File: src/rtl/dtds_pkg.sv
`timescale 1ns / 1ps

package dtds_pkg;

  typedef enum logic [1:0] {
    ACT_POSE   = 2'd0,
    ACT_TARGET = 2'd1,
    ACT_TICK   = 2'd2
  } action_e;

  typedef enum logic [1:0] {
    CFG_SUM_MODE = 2'd0,
    CFG_SCALE    = 2'd1,
    CFG_DECAY    = 2'd2
  } cfg_reg_e;

  localparam int unsigned CoordW    = 32;
  localparam int unsigned MagW      = 32;
  localparam int unsigned ScaleW    = 20;
  localparam int unsigned DecayW    = 17;
  localparam int unsigned ScoreW    = 63;
  localparam int unsigned CfgIndexW = 2;
  localparam int unsigned CfgDataW  = 20;
  // widest freshness weight over the supported fraction range
  localparam int unsigned FracMax   = 24;
  localparam int unsigned WeightW   = FracMax + 1;

  localparam logic [ScaleW-1:0] ScaleReset = 20'd6554;
  localparam logic [DecayW-1:0] DecayReset = 17'd58982;

  typedef struct packed {
    logic [MagW-1:0]    ax;
    logic [MagW-1:0]    ay;
    logic [WeightW-1:0] weight;
    logic               last;
  } pose_entry_t;

  localparam int unsigned EntryW = $bits(pose_entry_t);

endpackage

File: src/rtl/dtds_front.sv
`timescale 1ns / 1ps

module dtds_front #(
  parameter int unsigned FRAC_BITS = 16
) (
  input  logic                          clk_i,
  input  logic                          rst_ni,
  input  logic                          push_i,
  output logic                          full_o,
  input  logic [1:0]                    action_i,
  input  logic [dtds_pkg::CoordW-1:0]   pos_x_i,
  input  logic [dtds_pkg::CoordW-1:0]   pos_y_i,
  input  logic                          last_pose_i,
  input  logic [dtds_pkg::DecayW-1:0]   decay_i,
  output logic                          q_push_o,
  output dtds_pkg::pose_entry_t         q_entry_o,
  input  logic                          q_full_i
);

  localparam int unsigned FreshW    = FRAC_BITS + 1;
  localparam int unsigned TickW     = FreshW + dtds_pkg::DecayW;
  localparam int unsigned ThreshInt = ((1 << FRAC_BITS) + 5) / 10;
  localparam logic [FreshW-1:0] OneQ    = {1'b1, {FRAC_BITS{1'b0}}};
  localparam logic [FreshW-1:0] ThreshQ = FreshW'(ThreshInt);

  logic [dtds_pkg::CoordW-1:0] goal_x_q, goal_x_d;
  logic [dtds_pkg::CoordW-1:0] goal_y_q, goal_y_d;
  logic [FreshW-1:0]           fresh_q, fresh_d;

  logic                        accept;
  dtds_pkg::action_e           act;
  logic [dtds_pkg::CoordW:0]   dx, dy, mag_x, mag_y;
  logic [TickW-1:0]            tick_prod, tick_sh;
  logic [FreshW-1:0]           tick_fresh;

  assign full_o = q_full_i;
  assign accept = push_i && !q_full_i;
  assign act    = dtds_pkg::action_e'(action_i);

  // distance components against the current target, sign-extended to 33 bits
  assign dx    = {pos_x_i[dtds_pkg::CoordW-1], pos_x_i}
               - {goal_x_q[dtds_pkg::CoordW-1], goal_x_q};
  assign dy    = {pos_y_i[dtds_pkg::CoordW-1], pos_y_i}
               - {goal_y_q[dtds_pkg::CoordW-1], goal_y_q};
  assign mag_x = dx[dtds_pkg::CoordW] ? (~dx + 1'b1) : dx;
  assign mag_y = dy[dtds_pkg::CoordW] ? (~dy + 1'b1) : dy;

  // decay step, clamped at one
  assign tick_prod  = TickW'(fresh_q) * TickW'(decay_i);
  assign tick_sh    = tick_prod >> FRAC_BITS;
  assign tick_fresh = (tick_sh > TickW'(OneQ)) ? OneQ : tick_sh[FreshW-1:0];

  assign q_entry_o.ax     = mag_x[dtds_pkg::MagW-1:0];
  assign q_entry_o.ay     = mag_y[dtds_pkg::MagW-1:0];
  // stale freshness weighs the pose at zero
  assign q_entry_o.weight = (fresh_q >= ThreshQ) ? dtds_pkg::WeightW'(fresh_q) : '0;
  assign q_entry_o.last   = last_pose_i;

  always_comb begin
    q_push_o = 1'b0;
    goal_x_d = goal_x_q;
    goal_y_d = goal_y_q;
    fresh_d  = fresh_q;
    unique case (act)
      dtds_pkg::ACT_POSE: begin
        q_push_o = accept;
      end
      dtds_pkg::ACT_TARGET: begin
        if (accept) begin
          goal_x_d = pos_x_i;
          goal_y_d = pos_y_i;
          fresh_d  = OneQ;
        end
      end
      dtds_pkg::ACT_TICK: begin
        if (accept) begin
          fresh_d = tick_fresh;
        end
      end
      default: begin
      end
    endcase
  end

  always_ff @(posedge clk_i or negedge rst_ni) begin
    if (!rst_ni) begin
      goal_x_q <= '0;
      goal_y_q <= '0;
      fresh_q  <= '0;
    end else begin
      goal_x_q <= goal_x_d;
      goal_y_q <= goal_y_d;
      fresh_q  <= fresh_d;
    end
  end

endmodule

File: config.mk
export PLATFORM = sky130hd
export DESIGN_NAME = dtds_front
export DESIGN_NICKNAME = d
export VERILOG_FILES = /design/src/rtl/dtds_pkg.sv /design/src/rtl/dtds_front.sv
export SDC_FILE = /design/constraint.sdc
export NUM_CORES = 1
export LEC_CHECK = 0
export BUFFER_PORTS_ARGS = -buffer_cell sky130_fd_sc_hd__buf_2
export CORE_ASPECT_RATIO = 1.75
export CORE_UTILIZATION = 35
export CTS_CLUSTER_SIZE = 12
export DETAILED_ROUTE_END_ITERATION = 8
export GPL_TIMING_DRIVEN = 0
export PLACE_DENSITY = 0.48
export SYNTH_ARGS = -nofsm -noshare
export SYNTH_HDL_FRONTEND = slang
export SYNTH_SLANG_ARGS = --single-unit
File: constraint.sdc
create_clock -name clk_i -period 7.3 [get_ports clk_i]
set_input_delay 0.73 -clock clk_i [delete_from_list [all_inputs] [get_ports clk_i]]
set_output_delay 0.73 -clock clk_i [all_outputs]
set_load 0.02 [all_outputs]
Word level (Yosys, flattened, before mapping)
Index checks and enable logic that the tools add are counted.
Operators by class
  equal/unequal tests: 4
  multiplexer cells: 8
  reductions and logical operators: 6
  add/sub/neg operators: 4
  order comparisons: 2
  $mul: 1
  bitwise logic cells: 2
Operator list (count)
  $mux 17: 4
  $sub 32x32->33: 2
  $add 32x1->32 const B: 2
  $mux 32: 2
  $not 32->32: 2
  $mul 17x17->34: 1
  $pmux 17 s2: 1
  $gt 18x17->1 const B: 1
  $ge 17x13->1 const B: 1
  $ne 2x2->1 const B: 2
  $reduce_and 3->1: 1
  $eq 2x1->1 const B: 1
  $eq 2x2->1 const B: 1
  $logic_not 2->1: 1
  $reduce_and 2->1: 1
  $reduce_bool 2->1: 1
  $logic_and 1x1->1: 1
  $logic_not 1->1: 1
  $mux 1: 1
Storage, ports and cells
  logic and storage cells: 30
  flip-flop bits (word level): 81
  output and inout bits: 92
  input port bits: 88

Logic depth before layout (Yosys ltp)
  depth in word-level cells: 5
  gate-level depth with buffers: 26
  mapped depth without buffers: 23

Worst setup path before layout
No wires, ideal clock.
  kind: input port to flip-flop
  from: input port decay_i[8] (netlist name)
  to: register fresh_q[0]
  path slack: 0.266 ns
  data required time: 7.234 ns
  cell stages on the path: 23
  data arrival time: 6.968 ns
  setup time: 0.066 ns
  buffers on the path: 3
  cells stage by stage: clkbuf_1 -> clkbuf_1 -> nand2_1 -> fa_1 -> fa_1 -> inv_1 -> fa_1 -> fa_1 -> fa_1 -> inv_1 -> fa_1 -> inv_1 -> ha_1 -> nand3_1 -> or4_1 -> nor2_1 -> o21ai_0 -> nand2_1 -> a41oi_1 -> a21oi_1 -> mux2i_1 -> clkbuf_1 -> a22o_1
Between the ends
  word-level cells in the longest chain between the ends: 5
Ends and longest elaborated chain
  start, declared: line dtds_front.sv:14  | input logic [dtds_pkg::DecayW-1:0] decay_i,
  $mul 17x17->34 (*): line dtds_front.sv:49  | assign tick_prod = TickW'(fresh_q) * TickW'(decay_i);
  $gt 18x17->1: line dtds_front.sv:51  | assign tick_fresh = (tick_sh > TickW'(OneQ)) ? OneQ : tick_sh[FreshW-1:0];
  $mux 17 (*): line dtds_front.sv:51
  $mux 17 (*): line dtds_front.sv:76  | if (accept) begin
  $pmux 17 s2 (*): line dtds_front.sv:64  | unique case (act)
  end signal, assigned: line dtds_front.sv:93  | fresh_q <= fresh_d;
  end, declared: line dtds_front.sv:28  | logic [FreshW-1:0] fresh_q, fresh_d;
Mark *: on every way between the ends. The rest lies on a longest branch, timed or not. The select of a mux whose other input is x is not followed.
A chain may end at the register's enable or synchronous reset.

Final worst setup path
  from: input port decay_i[5] (netlist name)
  to: register fresh_q[11]
The elaborated chain is that of the path after synthesis.

==> impl_metrics.env <==
export IMPL_status="finished clean"
export IMPL_die_x_um=173
export IMPL_grt_pass1_vias=16900
export IMPL_leakage_nw=9.77
export IMPL_synth_edff_count=0
export IMPL_antenna_found_initial=8
export IMPL_clockBufferDepth=2
export IMPL_path_class="in2reg"
export IMPL_grt_max_degree=44
export IMPL_syn_avg_cell_area_um2=8.07
export IMPL_hold_class="in2async"
export IMPL_relSlewSlack=0.312
export IMPL_netlist_instances=2210
export IMPL_viasPerCell=5.19
export IMPL_via_count=15900
export IMPL_grt_total_usage=0.234
export IMPL_initial_core_util=0.353
export IMPL_peakVddDrop_mv=0.305
export IMPL_yosysMostFrequentCell="inv_1"
export IMPL_synth_top_cells_by_count="369 x inv_1, 304 x nand2_1, 224 x fa_1"
export IMPL_drt_initial_drc_count=620
export IMPL_io_buffer_count=167
export IMPL_cts_root_buffer="clkbuf_16"
export IMPL_die_area_mm2=0.0519
export IMPL_fill_cells=5390
export IMPL_synth_async_reset_ratio=1.00
export IMPL_htree_levels=3
export IMPL_cts_inserted_buffers=9
export IMPL_ys_ff_latch=81
export IMPL_drcViolationCount=0
export IMPL_rr_endpoint="fresh_q[11]"
export IMPL_clk_latency_ns=0.36
export IMPL_cp_arrival_ns=7.35
export IMPL_synth_top_area_cell="fa_1"
export IMPL_drive_gt1_frac=0.122
export IMPL_finalSetupViolations=0
export IMPL_r2r_cells=23
export IMPL_grt_util_met1=0.221
export IMPL_cp_required_ns=7.58
export IMPL_gp_congestion=0.896
export IMPL_worst_pin_slew_ns=1.02
export IMPL_synth_area_leaders="fa_1 25%, ha_1 12%, dfrtp_1 11%"
export IMPL_cts_sinks=81
export IMPL_hold_buffers=0
export IMPL_power_density_mw_per_mm2=474
export IMPL_max_freq_mhz=141
export IMPL_grt_met3_usage=0.0352
export IMPL_critPathMaxFanout=10
export IMPL_use_met2=0.482
export IMPL_synth_seq_area_share=0.114
export IMPL_start_kind="input pin"
export IMPL_nNetsFinal=2874
export IMPL_grt_pass1_wl_um=93100
export IMPL_clkTransAtPathRegs_ns=0.06
export IMPL_syn2layout_area_growth_pct=12.6
export IMPL_yosys_warnings=0
export IMPL_r2r_start="fresh_q[9]"
export IMPL_skew_ns=0.00308
export IMPL_wl_per_cell_um=19.3
export IMPL_maxCapViolCount=0
export IMPL_fin_crit_sh=0.968
export IMPL_busiest_layer="met2"
export IMPL_synth_distinct_cells=83
export IMPL_yosys_area_top_type_share=0.251
export IMPL_finish_instance_area_mm2=0.0201
export IMPL_die_height_um=301
export IMPL_synth_ff_type="dfrtp_1"
export IMPL_grt_overflow=0
export IMPL_power_total_w=0.00953
export IMPL_layout_min_cycle_time_ns=7.07
export IMPL_drt_total_wl_um=59000
export IMPL_firstDrtPassIters=8
export IMPL_end_kind="register"
export IMPL_rows=109
export IMPL_rrSetupSlack_ns=0.27
export IMPL_place_area_mm2=0.0196
export IMPL_dp_hpwl_um=51000
export IMPL_synth_area_mm2=0.0178
export IMPL_hold_violations=0
export IMPL_io_pins=180
export IMPL_slew_violations=0
export IMPL_cts_tree="done"
export IMPL_core_mm2=0.0505
export IMPL_drtAntennaViolNets=0
registers in the layout (all words and copies together), names as in the netlist:
register	count
goal_y_q	32
fresh_q	17
goal_x_q	32
stage by stage:
step                instances  utilization  worst slack [ns]  hold WS [ns]   TNS, ns
global placement         3050        0.387             -1.94         0.494    -28.59
floorplan                2217            -             0.266         0.434         0
CTS                      3052        0.396            0.0582         0.362         0
global route             3061        0.398          -0.00582         0.385  -0.00582
finish                   3062        0.398             0.231         0.352         0
detailed placement       3052        0.388             -2.01         0.509    -29.65
critical path, cell delays in order:
cell and delay, ns:
buf_2 0.16, buf_2 0.24, and2_1 0.21, fa_1 0.53, inv_1 0.05, fa_1 0.54, inv_1 0.06, fa_1 0.52
fa_1 0.46, fa_1 0.59, inv_1 0.07, fa_1 0.54, inv_1 0.05, ha_1 0.29, inv_1 0.08, or4_1 0.58
nor2_1 0.13, o21ai_1 0.17, nand2_2 0.21, a41oi_4 0.15, a21oi_2 0.23, mux2i_4 0.28, buf_12 0.14, buf_4 0.16
a32o_1 0.18
cell families after synthesis:
family | Yosys count | synth area share
mux | 8 | 0.00477
xor+xnor | 114 | 0.0560
flops | 81 | 0.114
other cells | 1 | 0.000210
compound gates | 447 | 0.164
buf+inv | 487 | 0.106
fa+ha+maj | 396 | 0.372
simple gates | 676 | 0.184
timing repair:
action | CTS | global route
endpoints found under the setup margin | 17 | 16
resized for setup | 75 | 37
buffers inserted | 2 | 10
pin swaps | 0 | 1
how the worst max path moves through the flow:
stage                     startpoint           to  slack, ns
after floorplan           decay_i[8]   fresh_q[0]       0.27
after global placement    decay_i[8]  fresh_q[14]      -1.94
after detailed placement  decay_i[8]  fresh_q[14]      -2.01
after CTS                 fresh_q[3]  fresh_q[11]       0.06
after global routing      decay_i[5]  fresh_q[11]     -0.006
final                     decay_i[5]  fresh_q[11]       0.23
layer usage:
metal / part of all wire / vias to the layer above
li1: - / 7526
met1: 0.34 / 7855
met2: 0.57 / 364
met3: 0.043 / 135
met4: 0.048 / 10
met5: 0.0012 / -
layout by cell type, fill, tap and decap left out, types with 29 or more instances in the layout:
cell      count
nand2_1     303
xnor2_1      74
a21oi_1      82
nor2_1       80
clkbuf_1     47
ha_1        172
inv_1       369
a21o_1       36
buf_2       176
and2_1      143
buf_4        29
o21ai_0     139
dfrtp_1      65
fa_1        224
xor2_1       40
cell type report:
cell class	instances	area, um2	area share
Clock buffer	12	236	0.0118
Antenna cell	2	5.00	0.000249
Buffer	99	551	0.0274
Tap cell	666	833	0.0415
Timing Repair Buffer	181	980	0.0488
Multi-Input combinational cell	1649	14000	0.697
Clock inverter	3	42.5	0.00212
Sequential cell	81	2050	0.102
Inverter	369	1390	0.0689
power by group:
| part | internal, W | switching, W |
|---|---|---|
| Combinational | 0.00328 | 0.00511 |
| Clock | 0.000263 | 0.000191 |
| Sequential | 0.000558 | 0.000129 |
| Total | 0.00411 | 0.00543 |
(Power assumes the default switching activity.)
