<file path="config.mk">
export PLATFORM = sky130hd
export DESIGN_NAME = dtds_fifo
export DESIGN_NICKNAME = d
export VERILOG_FILES = /design/src/rtl/dtds_fifo.sv
export SDC_FILE = /design/constraint.sdc
export NUM_CORES = 1
export LEC_CHECK = 0
export BUFFER_PORTS_ARGS = -buffer_cell sky130_fd_sc_hd__buf_2
export CAP_MARGIN = 20
export CORE_ASPECT_RATIO = 0.9
export CORE_MARGIN = 2
export CORE_UTILIZATION = 45
export DETAILED_ROUTE_END_ITERATION = 12
export HOLD_SLACK_MARGIN = 0.1
export PLACE_DENSITY = 0.8
export REMOVE_ABC_BUFFERS = 1
export SLEW_MARGIN = 5
export SYNTH_ARGS = -nofsm -noshare
export SYNTH_HDL_FRONTEND = slang
export SYNTH_SLANG_ARGS = --single-unit
</file>
<file path="constraint.sdc">
create_clock -name clk_i -period 1.9 [get_ports clk_i]
set_clock_uncertainty 0.05 [all_clocks]
set_input_delay 0.19 -clock clk_i [delete_from_list [all_inputs] [get_ports clk_i]]
set_output_delay 0.19 -clock clk_i [all_outputs]
set_load 0.05 [all_outputs]
</file>
<file path="src/rtl/dtds_fifo.sv">
`timescale 1ns / 1ps

module dtds_fifo #(
  parameter int unsigned Width = 8,
  parameter int unsigned Depth = 2
) (
  input  logic             clk_i,
  input  logic             rst_ni,
  input  logic             push_i,
  input  logic [Width-1:0] data_i,
  output logic             full_o,
  input  logic             pop_i,
  output logic [Width-1:0] data_o,
  output logic             empty_o
);

  localparam int unsigned PtrW = (Depth > 1) ? $clog2(Depth) : 1;
  localparam int unsigned CntW = $clog2(Depth + 1);

  logic [Width-1:0] mem_q [Depth];
  logic [PtrW-1:0]  wr_ptr_q, wr_ptr_d;
  logic [PtrW-1:0]  rd_ptr_q, rd_ptr_d;
  logic [CntW-1:0]  count_q, count_d;
  logic             do_push, do_pop;

  assign full_o  = (count_q == CntW'(Depth));
  assign empty_o = (count_q == '0);
  assign data_o  = mem_q[rd_ptr_q];

  assign do_push = push_i && !full_o;
  assign do_pop  = pop_i && !empty_o;

  always_comb begin
    wr_ptr_d = wr_ptr_q;
    rd_ptr_d = rd_ptr_q;
    count_d  = count_q;
    if (do_push) begin
      wr_ptr_d = (wr_ptr_q == PtrW'(Depth - 1)) ? '0 : wr_ptr_q + PtrW'(1);
    end
    if (do_pop) begin
      rd_ptr_d = (rd_ptr_q == PtrW'(Depth - 1)) ? '0 : rd_ptr_q + PtrW'(1);
    end
    if (do_push && !do_pop) begin
      count_d = count_q + CntW'(1);
    end else if (do_pop && !do_push) begin
      count_d = count_q - CntW'(1);
    end
  end

  always_ff @(posedge clk_i or negedge rst_ni) begin
    if (!rst_ni) begin
      wr_ptr_q <= '0;
      rd_ptr_q <= '0;
      count_q  <= '0;
    end else begin
      wr_ptr_q <= wr_ptr_d;
      rd_ptr_q <= rd_ptr_d;
      count_q  <= count_d;
    end
  end

  always_ff @(posedge clk_i) begin
    if (do_push) begin
      mem_q[wr_ptr_q] <= data_i;
    end
  end

endmodule

</file>
After elaboration in Yosys (flattened, before gate mapping). Memory sizes are Yosys's and may differ from the RTL's. Index checks and enable logic that the tools add are counted.

Register bits: 4. Memory bits (writable): 16. Bits of input ports: 12. Output and inout bits: 10. Logic and storage cells: 25. Memories kept: 1.

Memories: mem_q (depth 2, width 8, rd ports 1, clocked after memory_dff 0, wr ports 1, line 20) `logic [Width-1:0] mem_q [Depth];`.

$add $sub $neg: 4. Equality and inequality tests: 1. Mux-type cells: 6. Reduce and logical (&&, ||, !) cells: 10.

Operators with widths (number): $logic_and A1 B1 Y1 (4); $logic_not A1 Y1 (4); $mux W1 (4); $mux W2 (2); $add A1 B1 Y1 const B (2); $add A2 B1 Y2 const B (1); $eq A2 B2 Y1 const B (1); $logic_not A2 Y1 (1); $reduce_bool A2 Y1 (1); $sub A2 B1 Y2 const B (1).

Logic depth before layout (Yosys ltp). Gate-level depths: netlist of the first run.

Depth after elaboration: 7. Mapped depth: 7. Mapped depth without buffers: 7.

Least setup slack after synthesis of the first run. Ideal clock, no wire load.

Path type: reg-to-reg. Start: register count_q[0]. End: memory mem_q[0][0], enable pin. Setup time: 370 ps. Arrival time: 1022 ps. Data required time: 1480 ps. Slack: 458 ps. Stages on the path, launching flop included: 4. Buffers on the path: 0. Path through: dfrtp_1 > nand2b_1 > nand2_2 > nor2_1.

Cells in the longest elaborated chain, start to end: 5.

RTL lines: start, declared (line 23) `logic [CntW-1:0] count_q, count_d;`; start signal, assigned (line 58) `count_q <= count_d;`; $eq A2 B2 Y1 (line 26) `assign full_o = (count_q == CntW'(Depth));`; $logic_not A1 Y1 (line 30) `assign do_push = push_i && !full_o;`; $logic_and A1 B1 Y1 (line 30); $mux W1 (line 63) `if (do_push) begin`; $mux W1 (implied by the code) (line 64) `mem_q[wr_ptr_q] <= data_i;`; end, declared (line 20).

Every way passes these cells.

Worst setup path after layout of the first run.
Start: register rd_ptr_q. End: output port data_o[7].

Cells in the longest elaborated chain, start to end: 1.

RTL lines: start, declared (line 22) `logic [PtrW-1:0] rd_ptr_q, rd_ptr_d;`; start signal, assigned (line 57) `rd_ptr_q <= rd_ptr_d;`; $mem_v2 Z2 W8; end, declared (line 13) `output logic [Width-1:0] data_o,`.

Every way passes these cells.

==> flow_summary.toml, run 1 <==
[route]
ant_nets = 0
wl_per_cell_um = 11.8
viasPerCell = 4.45
finalWirelength_mm = 1.21
vias = 454
drc = 0
first_pass_iters = 2
drtIter0Drc = 1

[critical_path]
crit_required_ps = 1660
path_cells = "mux2_2 > buf_2"
critPathMaxStageDelay_ps = 590
crit_path_end_kind = "output pin"
slowest_stage = "dfrtp_1"
path_buf_inv = 1
critPathTopFamily = "flip-flops"
crit_type = "flop to output pin"
r2r-start = "count_q[0]"
critPathArrivalTime_ps = 1470
regToRegEndpoint = "count_q[1]"
critPathLaunchType = "flop"
r2r_slack_ps = 380
reg2reg_depth = 6
cp_max_fo = 9

[sta]
tns_ps = 0
worst_pin_slew_ps = 400
period_share = 0.899
grt_setup_unrepaired = "no"
fin_ws_ps = 193
slew_viol_final = 0
setup_violations = 0
max-slew-margin-rel = 0.733
min_period_ps = 1710
fmax_mhz = 586
hold_viol = 0

[floorplan]
coreArea_sq_mm = 0.00165
rows = 14
pin_count = 22
die_area_sq_mm = 0.00209
die_h_um = 43.5
start_util = 0.475
die_w_um = 47.9

[clock_network]
clock-sinks = 20
cts-buffers-inserted = 3
postCtsSetupRepairBufs = 0
root_buffer = "clkbuf_4"
clockBufferDepth = 2
clock_latency_ps = 290
htreeDepth = 1
clk_pin_slew_ps = 100
cts_tree = "done"

[synthesis]
syn_avg_cell_area_sq_um = 17.8
synth_enable_flop_cells = 16
yosys.area.top_type = "edfxtp_1"
synth-main-ff-cell = "edfxtp_1"
synth_seq_cells = 20
syn_area_sq_um = 782
synth-warning-count = 0
synth_cell_types = 15
synth_area_leaders = "edfxtp_1 (61%), dfrtp_1 (13%), mux2_1 (8.6%), mux2_2 (2.9%), xnor2_1 (2.2%)"
async_reset_ff_frac = 0.200
netlist.area_leader.share = 0.614
synth_cells = 44
ys_seq_area_frac = 0.742

[placed_design]
place.gp.congestion = 0.604
place_hpwl_um = 797
port_buffers = 21
dpl_worst_slack_ps = 376

[flow_run]
maxCapViolations = 0

[outcome]
status = "finished clean"

[finish]
drive_gt1_frac = 0.372
syn_to_final_growth_pct = 32.5
layout.nets = 92
mostFrequentLayoutCells = "buf_2 (21), edfxtp_1 (16), dlygate4sd3_1 (9), mux2_1 (6), dfrtp_1 (4)"
antenna_cells = 0
layout_commonest_cell = "buf_2"

[power]
vdd_ir_drop_max_uv = 982
p_per_area_mw_per_mm2 = 1620
leakage_uw = 0.000432

[global_route]
grt_use_total = 0.138
grt_pass1_wl_mm = 1.93
grt_max_degree = 12
overflow = 0
antenna_found_initial = 0
grt_pass1_vias = 444

[worst_hold_path]
hold_class = "input port to flop"
whs_endpoint = "wr_ptr_q"
min_path_cells = 3
hold_start = "push_i"
through the flow:
stage               total power, uW  hold WS, ps  utilization  instance area [sq um]  cells
finish                         1680          133        0.629                   1040    102
global route                   1780          129        0.629                   1040    102
CTS                            1690          132        0.629                   1040    102
detailed placement             1480        -47.5        0.559                    920     89
global placement               1460        -48.9        0.559                    920     89
floorplan                      1310         -156            -                    777     43
worst register-to-register path: stages, from the launching register on:
cell and delay [ps]:
dfrtp_1 460, nand2b_1 210, nand2_2 120, inv_1 50, ha_1 300, nor2_1 130, xor2_1 140
how the worst max path moves through the flow:
stage / cells past startpoint / slack (ps) / endpoint / from
6_report: 2 / 190 / data_o[7] / rd_ptr_q
5_1_grt: 2 / 110 / data_o[6] / rd_ptr_q
4_1_cts: 2 / 170 / data_o[4] / rd_ptr_q
3_5_place_dp: 6 / 380 / count_q[1] / count_q[0]
3_3_place_gp: 6 / 440 / count_q[1] / count_q[0]
2_1_floorplan: 3 / 460 / mem_q[0][0] / count_q[0]
flip-flops by register name, indices dropped and copies added, names as in the netlist:
signal / flops
mem_q: 16
count_q: 2
rd_ptr_q: 1
wr_ptr_q: 1
kinds of logic after synthesis:
group / synth area share
flip-flops: 0.742
multiplexers: 0.115
AND/OR/NAND/NOR: 0.0384
XOR/XNOR: 0.0656
buffers and inverters: 0.0160
AO/OA/AOI/OAI: 0.00639
adder cells (fa/ha/maj): 0.0160
routing by layer:
layer | up-vias | part of all wire | GRT usage | routed length, um
li1 | 225 | - | - | -
met1 | 214 | 0.46 | 0.190 | 561
met5 | - | 0 | 0 | 0
met4 | 0 | 0 | 0.0324 | 0
met2 | 15 | 0.48 | 0.211 | 579
met3 | 0 | 0.055 | 0.0500 | 66
power by group:
part           total [uW]  internal, uW  switching [uW]
Sequential            710           612            98.1
Clock                 200          81.4             119
Combinational         768           247             521
Total                1680           941             738
synth_stat cells (all sizes together) (2+ instances only):
cell type  count
dfrtp          4
edfxtp        16
inv            2
mux2           8
nor2           3
xnor2          3
xor2           2
timing repair:
item	4_1_cts	5_1_grt
hold endpoints to repair	20	0
resized for setup	0	0
hold buffers	9	0
area by class of cell:
class / instances / area, sq um
clock buffer: 4 / 26.3
fill: 145 / 611
inverter: 2 / 7.51
tap: 24 / 30.0
multi-input combinational: 21 / 189
sequential: 20 / 581
timing repair buffer: 31 / 203
Note: power is estimated with default switching activity, not from simulation.
==> run 2: changes to the inputs <==
--- a/config.mk
+++ b/config.mk
@@ -5,11 +5,13 @@
 export SDC_FILE = /design/constraint.sdc
 export NUM_CORES = 1
 export LEC_CHECK = 0
+export ABC_AREA = 1
 export BUFFER_PORTS_ARGS = -buffer_cell sky130_fd_sc_hd__buf_2
 export CAP_MARGIN = 20
 export CORE_ASPECT_RATIO = 0.9
 export CORE_MARGIN = 2
 export CORE_UTILIZATION = 45
+export CTS_CLUSTER_SIZE = 40
 export DETAILED_ROUTE_END_ITERATION = 12
 export HOLD_SLACK_MARGIN = 0.1
 export PLACE_DENSITY = 0.8
==> flow_summary.toml, run 2 <==
[critical_path]
critPathTopFamily = "flip-flops"
r2r-start = "count_q[0]"
crit_required_ps = 1660
crit_path_end_kind = "output pin"
regToRegEndpoint = "count_q[1]"
crit_type = "flop to output pin"
cp_max_fo = 10
critPathMaxStageDelay_ps = 510
path_buf_inv = 2
r2r_slack_ps = 440
path_cells = "inv_2 > nand2_1 > nand2_1 > buf_2"
slowest_stage = "dfrtp_1"
critPathLaunchType = "flop"
critPathArrivalTime_ps = 1380
reg2reg_depth = 6
cpMostUsedCell = "nand2_1"

[synthesis]
yosys.area.top_type = "edfxtp_1"
synth_cell_types = 14
synth.cells.most_frequent = "nand2_1 (33), edfxtp_1 (16), inv_1 (7)"
synth_seq_cells = 20
synth-main-ff-cell = "edfxtp_1"
synth_cells = 73
synth-warning-count = 0
synth_enable_flop_cells = 16
netlist.area_leader.share = 0.594
syn_avg_cell_area_sq_um = 11.1
post-synth-top-count-cell = "nand2_1"
syn_area_sq_um = 810
synth_area_leaders = "edfxtp_1 (59%), nand2_1 (15%), dfrtp_1 (12%), inv_1 (3.2%), ha_1 (1.5%)"
ys_seq_area_frac = 0.717
async_reset_ff_frac = 0.200

[clock_network]
cts-buffers-inserted = 3
hold_buffers = 10
root_buffer = "clkbuf_4"
clockBufferDepth = 2
clock_latency_ps = 280
cts_resized = 0
clk_pin_slew_ps = 100
clock-sinks = 20
postCtsSetupRepairBufs = 0
htreeDepth = 1
cts_tree = "done"

[floorplan]
start_util = 0.481
die_h_um = 44.2
coreArea_sq_mm = 0.00168
pin_count = 22
die_area_sq_mm = 0.00215
rows = 14
die_w_um = 48.7

[finish]
drive_gt1_frac = 0.259
largest_reg_flops = 16
layout_commonest_cell = "nand2_1"
design_area_sq_mm = 0.00107
fin_util = 0.638
syn_to_final_growth_pct = 32.6
antenna_cells = 0
layout.nets = 122
regMostFlops = "mem_q"
mostFrequentLayoutCells = "nand2_1 (33), buf_2 (21), edfxtp_1 (16), dlygate4sd3_1 (10), inv_1 (7)"
nFillCells = 144
biggestRegsByFlops = "mem_q x16, count_q x2"

[route]
wl_per_cell_um = 10.8
first_pass_iters = 4
drtIter0Drc = 9
viasPerCell = 4.70
finalWirelength_mm = 1.42
ant_nets = 0
vias = 620
drc = 0

[global_route]
antenna_found_initial = 0
grt_max_degree = 12
grt_use_total = 0.153
grt_pass1_vias = 589
grt_pass1_wl_mm = 2.43
overflow = 0

[placed_design]
port_buffers = 21
place_area_sq_um = 947
place_hpwl_mm = 1.03
place.gp.congestion = 0.815

[outcome]
status = "finished clean"

[power]
vdd_ir_drop_max_uv = 747
leakage_uw = 0.000507
p_per_area_mw_per_mm2 = 1630
p_total_uw = 1750

[sta]
fmax_mhz = 618
hold_viol = 0
hold_ws_ps = 195
min_period_ps = 1620
grt_setup_unrepaired = "no"
setup_violations = 0
tns_ps = 0
period_share = 0.852
max-slew-margin-rel = 0.782
slew_viol_final = 0
worst_pin_slew_ps = 327

[worst_hold_path]
whs_endpoint = "wr_ptr_q"
min_path_cells = 4
hold_class = "input port to flop"
hold_start = "push_i"

[flow_run]
maxCapViolations = 0
run 2: worst max-delay path by stage:
stage | from | to | slack, ps | depth (start not counted)
final | rd_ptr_q | data_o[2] | 280 | 4
after global placement | count_q[1] | mem_q[0][7] | 530 | 5
after CTS | rd_ptr_q | data_o[3] | 250 | 4
after global routing | rd_ptr_q | data_o[2] | 150 | 4
after floorplan | count_q[0] | count_q[1] | 210 | 7
after detailed placement | count_q[0] | count_q[1] | 450 | 6
run 2: power breakdown:
group,switching [uW],internal [uW]
clock,115,76.2
combinational,651,218
sequential,84.2,608
total,851,903
run 2: tightest hold or removal path: cells and delay by family:
kind | cells | cell delay (ps)
buf+inv | 1 | 90
compound gates | 1 | 100
simple gates | 2 | 120
run 2: metrics by stage:
| step | setup slack (ps) | cells |
|---|---|---|
| floorplan | 212 | 72 |
| global placement | 527 | 118 |
| detailed placement | 451 | 118 |
| CTS | 254 | 132 |
| global route | 148 | 132 |
| finish | 281 | 132 |
run 2: per-layer routing:
layer / vias up / track usage / share of wire
li1: 309 / - / -
met1: 289 / 0.175 / 0.39
met2: 20 / 0.288 / 0.57
met3: 2 / 0.0101 / 0.027
met4: 0 / 0.0971 / 0.0070
met5: - / 0 / 0
run 2: cell families after synthesis:
kind of cell / Yosys count / share of synthesized area
fa+ha+maj: 1 / 0.0155
xor+xnor: 1 / 0.0108
compound gates: 2 / 0.0124
buf+inv: 9 / 0.0433
flops: 20 / 0.717
simple gates: 40 / 0.201
run 2: cell type report:
cell class / count / area, sq um / area share
well taps: 24 / 30.0 / 0.0280
inverters: 8 / 30.0 / 0.0280
flip-flops and latches: 20 / 581 / 0.541
repair buffers: 32 / 213 / 0.198
clock inverters: 1 / 3.75 / 0.00350
multi-input cells: 44 / 194 / 0.181
clock buffers: 3 / 22.5 / 0.0210
==> run 3: changes to the inputs <==
--- a/config.mk
+++ b/config.mk
@@ -11,6 +11,7 @@
 export CORE_ASPECT_RATIO = 0.9
 export CORE_MARGIN = 2
 export CORE_UTILIZATION = 45
+export CTS_BUF_LIST = sky130_fd_sc_hd__clkbuf_8 sky130_fd_sc_hd__clkbuf_16
 export CTS_CLUSTER_SIZE = 40
 export DETAILED_ROUTE_END_ITERATION = 12
 export HOLD_SLACK_MARGIN = 0.1
==> flow_summary.toml, run 3 (synthesis results as in run 2) <==
[route]
ant_nets = 0
viasPerCell = 4.56
finalWirelength_mm = 1.49
vias = 597
drtIter0Drc = 4
first_pass_iters = 4
drc = 0
wl_per_cell_um = 11.3

[power]
leakage_uw = 0.000511
p_per_area_mw_per_mm2 = 1700
vdd_ir_drop_max_uv = 869

[clock_network]
postCtsSetupRepairBufs = 0
root_buffer = "clkbuf_8"
htreeDepth = 1
cts_tree = "done"
hold_buffers = 8
clock_latency_ps = 250
clockBufferDepth = 2
cts-buffers-inserted = 3
clk_pin_slew_ps = 70
clock-sinks = 20
cts_resized = 0

[finish]
regMostFlops = "mem_q"
nFillCells = 139
multi_input_area_sq_um = 194
largest_reg_flops = 16
mostFrequentLayoutCells = "nand2_1 (33), buf_2 (21), edfxtp_1 (16), dlygate4sd3_1 (9), inv_1 (7)"
antenna_cells = 0
final_cells = 131
biggestRegsByFlops = "mem_q x16, count_q x2"
regArea_sq_um = 581
drive_gt1_frac = 0.262
syn_to_final_growth_pct = 33.7
layout.nets = 121
layout_commonest_cell = "nand2_1"

[sta]
min_period_ps = 1580
hold_ws_ps = 134
max-slew-margin-rel = 0.783
fmax_mhz = 634
period_share = 0.830
worst_pin_slew_ps = 325
setup_violations = 0
slew_viol_final = 0
hold_viol = 0
grt_setup_unrepaired = "no"
tns_ps = 0
fin_ws_ps = 324

[critical_path]
critPathLaunchType = "flop"
r2r_slack_ps = 440
crit_path_end_kind = "output pin"
crit_required_ps = 1660
crit_type = "flop to output pin"
critPathArrivalTime_ps = 1340
critPathTopFamily = "flip-flops"
critPathMaxStageDelay_ps = 500
slowest_stage = "dfrtp_1"
path_cells = "inv_2 > nand2_1 > nand2_1 > buf_2"
cp_max_fo = 10
path_buf_inv = 2
cpMostUsedCell = "nand2_1"

[placed_design]
dpl.cell_count = 118
dpl_worst_slack_ps = 451
port_buffers = 21
place.gp.congestion = 0.815
place_hpwl_mm = 1.03

[global_route]
grt_use_total = 0.156
grt_max_degree = 12
overflow = 0
antenna_found_initial = 0
grt_pass1_wl_mm = 2.42
grt_pass1_vias = 574

[outcome]
status = "finished clean"

[floorplan]
pin_count = 22
die_h_um = 44.2
start_util = 0.481
die_w_um = 48.7
rows = 14
die_area_sq_mm = 0.00215
coreArea_sq_mm = 0.00168

[worst_hold_path]
hold_class = "input port to flop"

[flow_run]
maxCapViolations = 0
==> run 3: cell types whose count changed in the layout (fill, tap and decap cells not counted) <==
cell           before  now
clkbuf_8            0    3
dlygate4sd3_1      10    9
clkbuf_4            3    0
==> run 3: routing by layer <==
metal / track usage / vias up / wire length [um]
met5: 0 / - / 0
met4: 0.137 / 0 / 37
met3: 0.0236 / 4 / 54
met2: 0.268 / 14 / 813
met1: 0.175 / 276 / 580
li1: - / 303 / -
==> run 3: metrics by stage <==
step                utilization  area, sq um  total power (uW)
floorplan                     -          805              1360
global placement          0.563          947              1540
detailed placement        0.563          947              1570
CTS                       0.638         1070              1850
global route              0.644         1080              1950
finish                    0.644         1080              1840
==> run 3: worst register-to-register path, cell delays in order, from the launching register on <==
cell	delay [ps]
dfrtp_1	460
o21ai_0	270
ha_1	310
inv_1	80
nand3_1	80
nand2_1	60
nand2_1	50
==> run 3: path summary, 6_finish.rpt <==
path / start / to / cells past startpoint
worst min-delay path: pop_i / rd_ptr_q / 3
max in group asynchronous: rst_ni / rd_ptr_q / 2
worst min register to register: wr_ptr_q / wr_ptr_q / 2
worst max register to register: count_q[0] / count_q[1] / 6
min in group asynchronous: rst_ni / wr_ptr_q / 2
worst max-delay path: rd_ptr_q / data_o[3] / 4
==> run 3: area by class of cell <==
cell class | instances | area share
flip-flops and latches | 20 | 0.536
repair buffers | 31 | 0.187
multi-input cells | 44 | 0.179
clock buffers | 3 | 0.0382
inverters | 8 | 0.0277
well taps | 24 | 0.0277
clock inverters | 1 | 0.00347
==> run 3: power by group <==
part           leakage [uW]  switching (uW)  internal (uW)
clock             0.0000231             125            143
sequential         0.000197            86.1            609
combinational      0.000291             654            217
